===== src/rtl/core/ilc_pkg.sv =====
// Package for the indexed list with compaction.
// Holds sizes, request and status codes, and shared structs; no dependencies.
`timescale 1ns / 1ps

package ilc_pkg;

  localparam int DEPTH      = 64;
  localparam int ITEM_WIDTH = 32;
  localparam int IDX_W      = $clog2(DEPTH);
  localparam int CNT_W      = $clog2(DEPTH + 1);
  localparam int REQ_W      = 3;
  localparam int STAT_W     = 2;

  localparam int IN_BITS    = REQ_W + IDX_W + ITEM_WIDTH;
  localparam int IN_TDATA_W = ((IN_BITS + 7) / 8) * 8;
  localparam int OUT_BITS   = ITEM_WIDTH + STAT_W + CNT_W + 1;
  localparam int OUT_TDATA_W = ((OUT_BITS + 7) / 8) * 8;

  typedef enum logic [REQ_W-1:0] {
    REQ_PUSH   = 3'd0,
    REQ_POP    = 3'd1,
    REQ_SET    = 3'd2,
    REQ_GET    = 3'd3,
    REQ_BACK   = 3'd4,
    REQ_DELETE = 3'd5,
    REQ_CLEAR  = 3'd6
  } req_e;

  typedef enum logic [STAT_W-1:0] {
    ST_OK    = 2'd0,
    ST_RANGE = 2'd1,
    ST_FULL  = 2'd2
  } status_e;

  typedef struct packed {
    req_e                  req_type;
    logic [IDX_W-1:0]      index;
    logic [ITEM_WIDTH-1:0] item_value;
  } req_t;

  typedef struct packed {
    logic [ITEM_WIDTH-1:0] read_data;
    status_e               status;
    logic [CNT_W-1:0]      count;
    logic                  is_empty;
  } res_t;

  typedef struct packed {
    logic                  we;
    logic [IDX_W-1:0]      waddr;
    logic [ITEM_WIDTH-1:0] wdata;
    logic                  re;
    logic [IDX_W-1:0]      raddr;
  } ram_req_t;

endpackage


===== src/rtl/core/ilc_ram.sv =====
// Generic simple dual-port RAM with registered read.
// One write port and one read port; no dependencies.
`timescale 1ns / 1ps

module ilc_ram #(
  parameter int WIDTH = 32,
  parameter int DEPTH = 64
) (
  input  logic                     clk_i,
  input  logic                     we_i,
  input  logic [$clog2(DEPTH)-1:0] waddr_i,
  input  logic [WIDTH-1:0]         wdata_i,
  input  logic                     re_i,
  input  logic [$clog2(DEPTH)-1:0] raddr_i,
  output logic [WIDTH-1:0]         rdata_o
);

  logic [WIDTH-1:0] mem_q [DEPTH];

  always_ff @(posedge clk_i) begin
    if (we_i) begin
      mem_q[waddr_i] <= wdata_i;
    end
    if (re_i) begin
      rdata_o <= mem_q[raddr_i];
    end
  end

endmodule


===== src/rtl/core/ilc_ctrl.sv =====
// Request sequencer for the indexed list: entry count, delete compaction, result register.
// Depends on ilc_pkg; drives the entry RAM through a ram_req_t struct.
`timescale 1ns / 1ps

module ilc_ctrl import ilc_pkg::*; (
  input  logic                  clk_i,
  input  logic                  rst_ni,
  input  logic                  req_valid_i,
  output logic                  req_ready_o,
  input  req_t                  req_i,
  output logic                  res_valid_o,
  input  logic                  res_ready_i,
  output res_t                  res_o,
  output ram_req_t              ram_o,
  input  logic [ITEM_WIDTH-1:0] rdata_i
);

  typedef enum logic [1:0] {
    S_IDLE,
    S_READ,
    S_DEL_RD,
    S_DEL_WR
  } state_e;

  state_e           state_q, state_d;
  logic [IDX_W-1:0] ptr_q, ptr_d;
  logic [CNT_W-1:0] count_q, count_d;
  res_t             res_q, res_d;
  logic             res_valid_q, res_valid_d;

  logic                  out_free;
  logic                  accept;
  logic                  in_range;
  logic                  nonempty;
  logic                  emit;
  status_e               stat;
  logic [ITEM_WIDTH-1:0] rd_word;

  assign out_free    = !res_valid_q || res_ready_i;
  assign req_ready_o = (state_q == S_IDLE) && out_free;
  assign accept      = req_valid_i && req_ready_o;
  assign in_range    = CNT_W'(req_i.index) < count_q;
  assign nonempty    = count_q != '0;
  assign res_valid_o = res_valid_q;
  assign res_o       = res_q;

  always_comb begin
    state_d     = state_q;
    ptr_d       = ptr_q;
    count_d     = count_q;
    res_d       = res_q;
    res_valid_d = res_valid_q && !res_ready_i;
    ram_o       = '0;
    emit        = 1'b0;
    stat        = ST_OK;
    rd_word     = '0;

    case (state_q)
      S_IDLE: begin
        if (accept) begin
          case (req_i.req_type)
            REQ_PUSH: begin
              emit = 1'b1;
              if (count_q == CNT_W'(DEPTH)) begin
                stat = ST_FULL;
              end else begin
                ram_o.we    = 1'b1;
                ram_o.waddr = IDX_W'(count_q);
                ram_o.wdata = req_i.item_value;
                count_d     = count_q + CNT_W'(1);
              end
            end
            REQ_POP: begin
              emit = 1'b1;
              if (nonempty) begin
                count_d = count_q - CNT_W'(1);
              end else begin
                stat = ST_RANGE;
              end
            end
            REQ_SET: begin
              emit = 1'b1;
              if (in_range) begin
                ram_o.we    = 1'b1;
                ram_o.waddr = req_i.index;
                ram_o.wdata = req_i.item_value;
              end else begin
                stat = ST_RANGE;
              end
            end
            REQ_GET: begin
              if (in_range) begin
                ram_o.re    = 1'b1;
                ram_o.raddr = req_i.index;
                state_d     = S_READ;
              end else begin
                emit = 1'b1;
                stat = ST_RANGE;
              end
            end
            REQ_BACK: begin
              if (nonempty) begin
                ram_o.re    = 1'b1;
                ram_o.raddr = IDX_W'(count_q - CNT_W'(1));
                state_d     = S_READ;
              end else begin
                emit = 1'b1;
                stat = ST_RANGE;
              end
            end
            REQ_DELETE: begin
              if (in_range) begin
                ptr_d   = req_i.index;
                state_d = S_DEL_RD;
              end else begin
                emit = 1'b1;
                stat = ST_RANGE;
              end
            end
            REQ_CLEAR: begin
              emit    = 1'b1;
              count_d = '0;
            end
            default: begin
              emit = 1'b1;
            end
          endcase
        end
      end
      S_READ: begin
        if (out_free) begin
          emit    = 1'b1;
          rd_word = rdata_i;
          state_d = S_IDLE;
        end
      end
      S_DEL_RD: begin
        if (CNT_W'(ptr_q) + CNT_W'(1) < count_q) begin
          ram_o.re    = 1'b1;
          ram_o.raddr = ptr_q + IDX_W'(1);
          state_d     = S_DEL_WR;
        end else if (out_free) begin
          emit    = 1'b1;
          count_d = count_q - CNT_W'(1);
          state_d = S_IDLE;
        end
      end
      S_DEL_WR: begin
        ram_o.we    = 1'b1;
        ram_o.waddr = ptr_q;
        ram_o.wdata = rdata_i;
        ptr_d       = ptr_q + IDX_W'(1);
        state_d     = S_DEL_RD;
      end
      default: begin
        state_d = S_IDLE;
      end
    endcase

    if (emit) begin
      res_valid_d     = 1'b1;
      res_d.read_data = rd_word;
      res_d.status    = stat;
      res_d.count     = count_d;
      res_d.is_empty  = (count_d == '0);
    end
  end

  always_ff @(posedge clk_i or negedge rst_ni) begin
    if (!rst_ni) begin
      state_q     <= S_IDLE;
      ptr_q       <= '0;
      count_q     <= '0;
      res_q       <= '0;
      res_valid_q <= 1'b0;
    end else begin
      state_q     <= state_d;
      ptr_q       <= ptr_d;
      count_q     <= count_d;
      res_q       <= res_d;
      res_valid_q <= res_valid_d;
    end
  end

endmodule


===== src/rtl/core/indexed_list_with_compaction.sv =====
// Push, pop, set, clear and failed requests go straight to the result register; get and
// back go through the RAM read; delete: one RAM read and one write per moved entry.
// Throughput: one word per cycle for single-access requests while the result is taken;
// get and back take no new request until the registered RAM read has returned.
// Reset clears the entry count and the result register; the entry RAM is not cleared.
`timescale 1ns / 1ps

module indexed_list_with_compaction import ilc_pkg::*; (
  input  logic                   clk_i,
  input  logic                   rst_ni,
  input  logic                   s_axis_tvalid,
  output logic                   s_axis_tready,
  // req_type[2:0], index[8:3], item_value[40:9], zero pad
  input  logic [IN_TDATA_W-1:0]  s_axis_tdata,
  output logic                   m_axis_tvalid,
  input  logic                   m_axis_tready,
  // read_data[31:0], status[33:32], count[40:34], is_empty[41], zero pad
  output logic [OUT_TDATA_W-1:0] m_axis_tdata
);

  req_t                  req;
  res_t                  res;
  ram_req_t              ram_req;
  logic [ITEM_WIDTH-1:0] ram_rdata;

  assign req.req_type   = req_e'(s_axis_tdata[REQ_W-1:0]);
  assign req.index      = s_axis_tdata[REQ_W +: IDX_W];
  assign req.item_value = s_axis_tdata[REQ_W + IDX_W +: ITEM_WIDTH];

  assign m_axis_tdata = OUT_TDATA_W'({res.is_empty, res.count, res.status, res.read_data});

  ilc_ctrl u_ctrl (
    .clk_i       (clk_i),
    .rst_ni      (rst_ni),
    .req_valid_i (s_axis_tvalid),
    .req_ready_o (s_axis_tready),
    .req_i       (req),
    .res_valid_o (m_axis_tvalid),
    .res_ready_i (m_axis_tready),
    .res_o       (res),
    .ram_o       (ram_req),
    .rdata_i     (ram_rdata)
  );

  ilc_ram #(
    .WIDTH (ITEM_WIDTH),
    .DEPTH (DEPTH)
  ) u_ram (
    .clk_i   (clk_i),
    .we_i    (ram_req.we),
    .waddr_i (ram_req.waddr),
    .wdata_i (ram_req.wdata),
    .re_i    (ram_req.re),
    .raddr_i (ram_req.raddr),
    .rdata_o (ram_rdata)
  );

endmodule

===== config.mk =====
export PLATFORM = sky130hd
export DESIGN_NAME = indexed_list_with_compaction
export DESIGN_NICKNAME = d
export VERILOG_FILES = /design/src/rtl/core/ilc_pkg.sv /design/src/rtl/core/ilc_ram.sv /design/src/rtl/core/ilc_ctrl.sv /design/src/rtl/core/indexed_list_with_compaction.sv
export SDC_FILE = /design/constraint.sdc
export NUM_CORES = 2
export LEC_CHECK = 0
export BUFFER_PORTS_ARGS = -buffer_cell sky130_fd_sc_hd__buf_4
export CAP_MARGIN = 20
export CORE_MARGIN = 5
export CORE_UTILIZATION = 45
export DETAILED_ROUTE_END_ITERATION = 8
export REMOVE_ABC_BUFFERS = 1
export SLEW_MARGIN = 15
export SYNTH_ARGS = -nofsm -noshare
export SYNTH_HDL_FRONTEND = slang
export SYNTH_SLANG_ARGS = --single-unit

===== constraint.sdc =====
create_clock -name clk_i -period 13.3 [get_ports clk_i]
set_input_delay 1.33 -clock clk_i [delete_from_list [all_inputs] [get_ports clk_i]]
set_output_delay 1.33 -clock clk_i [all_outputs]
set_load 0.05 [all_outputs]

==> metrics.md <==
| Metric | Value |
|---|---|
| Status | complete, no violations |
| Power Dens Cells | 189 mW/mm2 |
| Slew Limit Fails | 0 |
| Layout Nets | 6083 |
| Chip width | 443 um |
| Synth Flop Type | edfxtp_1 |
| Via count | 53254 |
| Setup TNS | 0 ns |
| Die Y | 443 um |
| Placement Cell Area | 0.0881 mm2 |
| Grt ovf | 0 |
| Fmax | 0.147 GHz |
| Via/cell ratio | 6.13 |
| Syn avg cell area | 14.0 um2 |
| Yosys warning count | 0 |
| DRT iter0 DRCs | 7632 |
| Hold-fix buffers, CTS | 0 |
| Initial antenna violation count | 8 |
| Area delta synth->final | 12.6% |
| Overall Power | 18.0 mW |
| Clock Sinks | 2138 |
| WHS | 0.455 ns |
| Tcrit/Tclk final | 51.0% |
| Final Hold Viols | 0 |
| Max Cap Violations | 0 |
| Synth top area share | 74.1% |
| Worst Setup End Kind | flip-flop |
| CTS Buf Count | 208 |
| Post-route DRC | 0 |
| Cell area after layout | 0.0949 mm2 |
| Hold WC Path Type | input port to async pin |
| Top post-synthesis cells by area | edfxtp_1, a22oi_1, a21oi_1, nand2_1, dfrtp_1 |
| CTS tree | yes |
| Kind of critical path | flip-flop to flip-flop |
| Cell count after synthesis | 6002 |
| Clock Path Buffers | 3 |
| Final setup viols | 0 |
| Synthesized area | 0.0843 mm2 |
| #FFs+latches synth | 2138 |
| Number of global-route vias before repair | 49849 |
| Worst EP required | 13.98 ns |
| Relative slew slack | 16.9% |
| Fin crit period | 6.79 ns |
| Buffers added on ports | 88 |
| Starting Density | 45.4% |
| Hpwl dp | 121000 um |
| Worst Clk Skew | 0.0274 ns |
| DRT Pass-1 Iters | 7 |
| Post-CTS setup buffers | 0 |
| Clock root buffer | clkbuf_16 |
| First-pass GRT wire length | 353000 um |
| Clock slew seen by the registers of the worst setup and hold paths | 0.07 ns |
| Layout cell share with drive strength beyond 1 | 10.7% |
| Die area | 0.196 mm2 |
| Core box area | 0.186 mm2 |
| Post-CTS sizing | 0 |
| Largest net degree at the start of global routing | 208 |
| Worst-Margin Slew | 1.25 ns |
| Num rows | 158 |
| Unrepaired setup endpoints after global routing | no |
| Synth area leader | edfxtp_1 |
| Tot GR Track Use | 24.4% |
| RePlAce Congestion | 0.831 |
| Peak VDD IR | 153 uV |
| Leakage | 29.7 nW |
| CTS H-tree depth | 4 |
| Io pins | 102 |
| Fin util | 51.1% |
| WL per Instance | 28.5 um |
| Clk Latency, worst-skew pair | 0.82 ns |
| Critical path arrival | 7.46 ns |
| Synth cell types | 70 |
| Type of origin of the critical path | flip-flop |
| Antenna viol nets, final | 0 |
| Post-synth EDFFs | 2080 |
| Sequential area share after synthesis | 75.8% |
| Crit-path max FO | 139 |
| Async S/R FF share, synth | 2.71% |
| Final wirelength | 248000 um |
==> cells by family after synthesis <==
group	synth area share, %
compound gates	14.0
fa+ha+maj	0.297
mux	0.141
simple gates	7.16
xor+xnor	0.104
other cells	0.00445
flops	75.8
buf+inv	2.46
==> cells in the mapped netlist (23+ instances only) <==
cell type / instances
a21oi_1: 1011
nand3_1: 49
or2_1: 25
edfxtp_1: 2080
nand4_1: 77
nor2_1: 135
buf_1: 23
a22oi_1: 767
a22o_1: 40
dfrtp_1: 58
nand2_1: 1091
buf_2: 189
clkbuf_1: 215
==> layout by cell type (no fill, tap or decap), types with 25 or more instances in the layout <==
master | netlist | layout
nor2_4 | 0 | 96
clkbuf_1 | 215 | 60
nand3_1 | 49 | 49
clkinv_1 | 0 | 54
clkbuf_16 | 0 | 212
edfxtp_1 | 2080 | 2080
buf_4 | 18 | 223
nand4_1 | 77 | 77
nor2_1 | 135 | 39
or2_1 | 25 | 25
clkinv_2 | 0 | 28
a22o_1 | 40 | 40
a21oi_1 | 1011 | 1010
dfrtp_1 | 58 | 58
nand2_1 | 1091 | 1091
a22oi_1 | 767 | 767
==> stage by stage <==
stage	setup slack (ns)	instances
5_1_grt	6.15	8684
6_report	6.51	8686
3_3_place_gp	6.53	8272
4_1_cts	6.60	8663
2_1_floorplan	-21.24	5560
3_5_place_dp	6.44	8275
==> report_power, final <==
group | internal [mW] | total (mW) | switching, mW | leakage (nW)
Sequential | 7.79 | 7.92 | 0.131 | 20.0
Combinational | 1.21 | 4.33 | 3.11 | 6.48
Clock | 3.24 | 5.73 | 2.48 | 3.21
==> final cells by class <==
type	count	area [um2]
Inverter	21	78.8
Clock buffer	277	5600
Timing Repair Buffer	241	2080
Multi-Input combinational cell	3401	19100
Antenna cell	17	42.5
Sequential cell	2138	63900
Fill cell	15575	90900
Tap cell	2480	3100
Clock inverter	111	978
==> sequential cells by signal, indices dropped and copies added (netlist names) <==
name / flops
u_ram.mem_q: 2048
u_ctrl.res_o: 42
u_ram.rdata_o: 32
u_ctrl.count_q: 7
u_ctrl.ptr_q: 6
u_ctrl.state_q: 2
u_ctrl.res_valid_o: 1
==> critical path, stage by stage (launching register included) <==
cell,delay [ns]
dfrtp_1,0.51
ha_1,0.29
nand3_1,0.14
xor2_1,0.29
inv_1,0.08
ha_1,0.30
nand4_1,0.13
a211oi_2,0.53
nor4_1,0.18
a311oi_4,0.30
buf_4,0.52
buf_4,0.64
buf_12,0.48
buf_4,0.85
a21oi_1,0.08
a22oi_1,0.25
a22oi_1,0.17
nand4_1,0.25
or2_1,0.18
==> final timing paths <==
kind	startpoint	end	slack (ns)	depth (start not counted)
worst max-delay path	u_ctrl.ptr_q[0]	u_ram.rdata_o[31]	6.51	18
worst min-delay path	rst_ni	u_ctrl.ptr_q[1]	0.46	1
worst max register to register	u_ctrl.ptr_q[0]	u_ram.rdata_o[31]	6.51	18
worst min register to register	u_ctrl.res_o[4]	u_ctrl.res_o[4]	0.49	2
max in group asynchronous	rst_ni	u_ctrl.res_o[10]	12.22	2
min in group clk_i	u_ctrl.res_o[4]	u_ctrl.res_o[4]	0.49	2
==> layer usage <==
metal / track usage [%] / share of wire, %
met3: 4.07 / 9.3
met4: 8.78 / 3.8
met5: 0 / 0
met1: 35.1 / 41
met2: 37.8 / 46
Note: power is estimated with default switching activity, not from simulation.
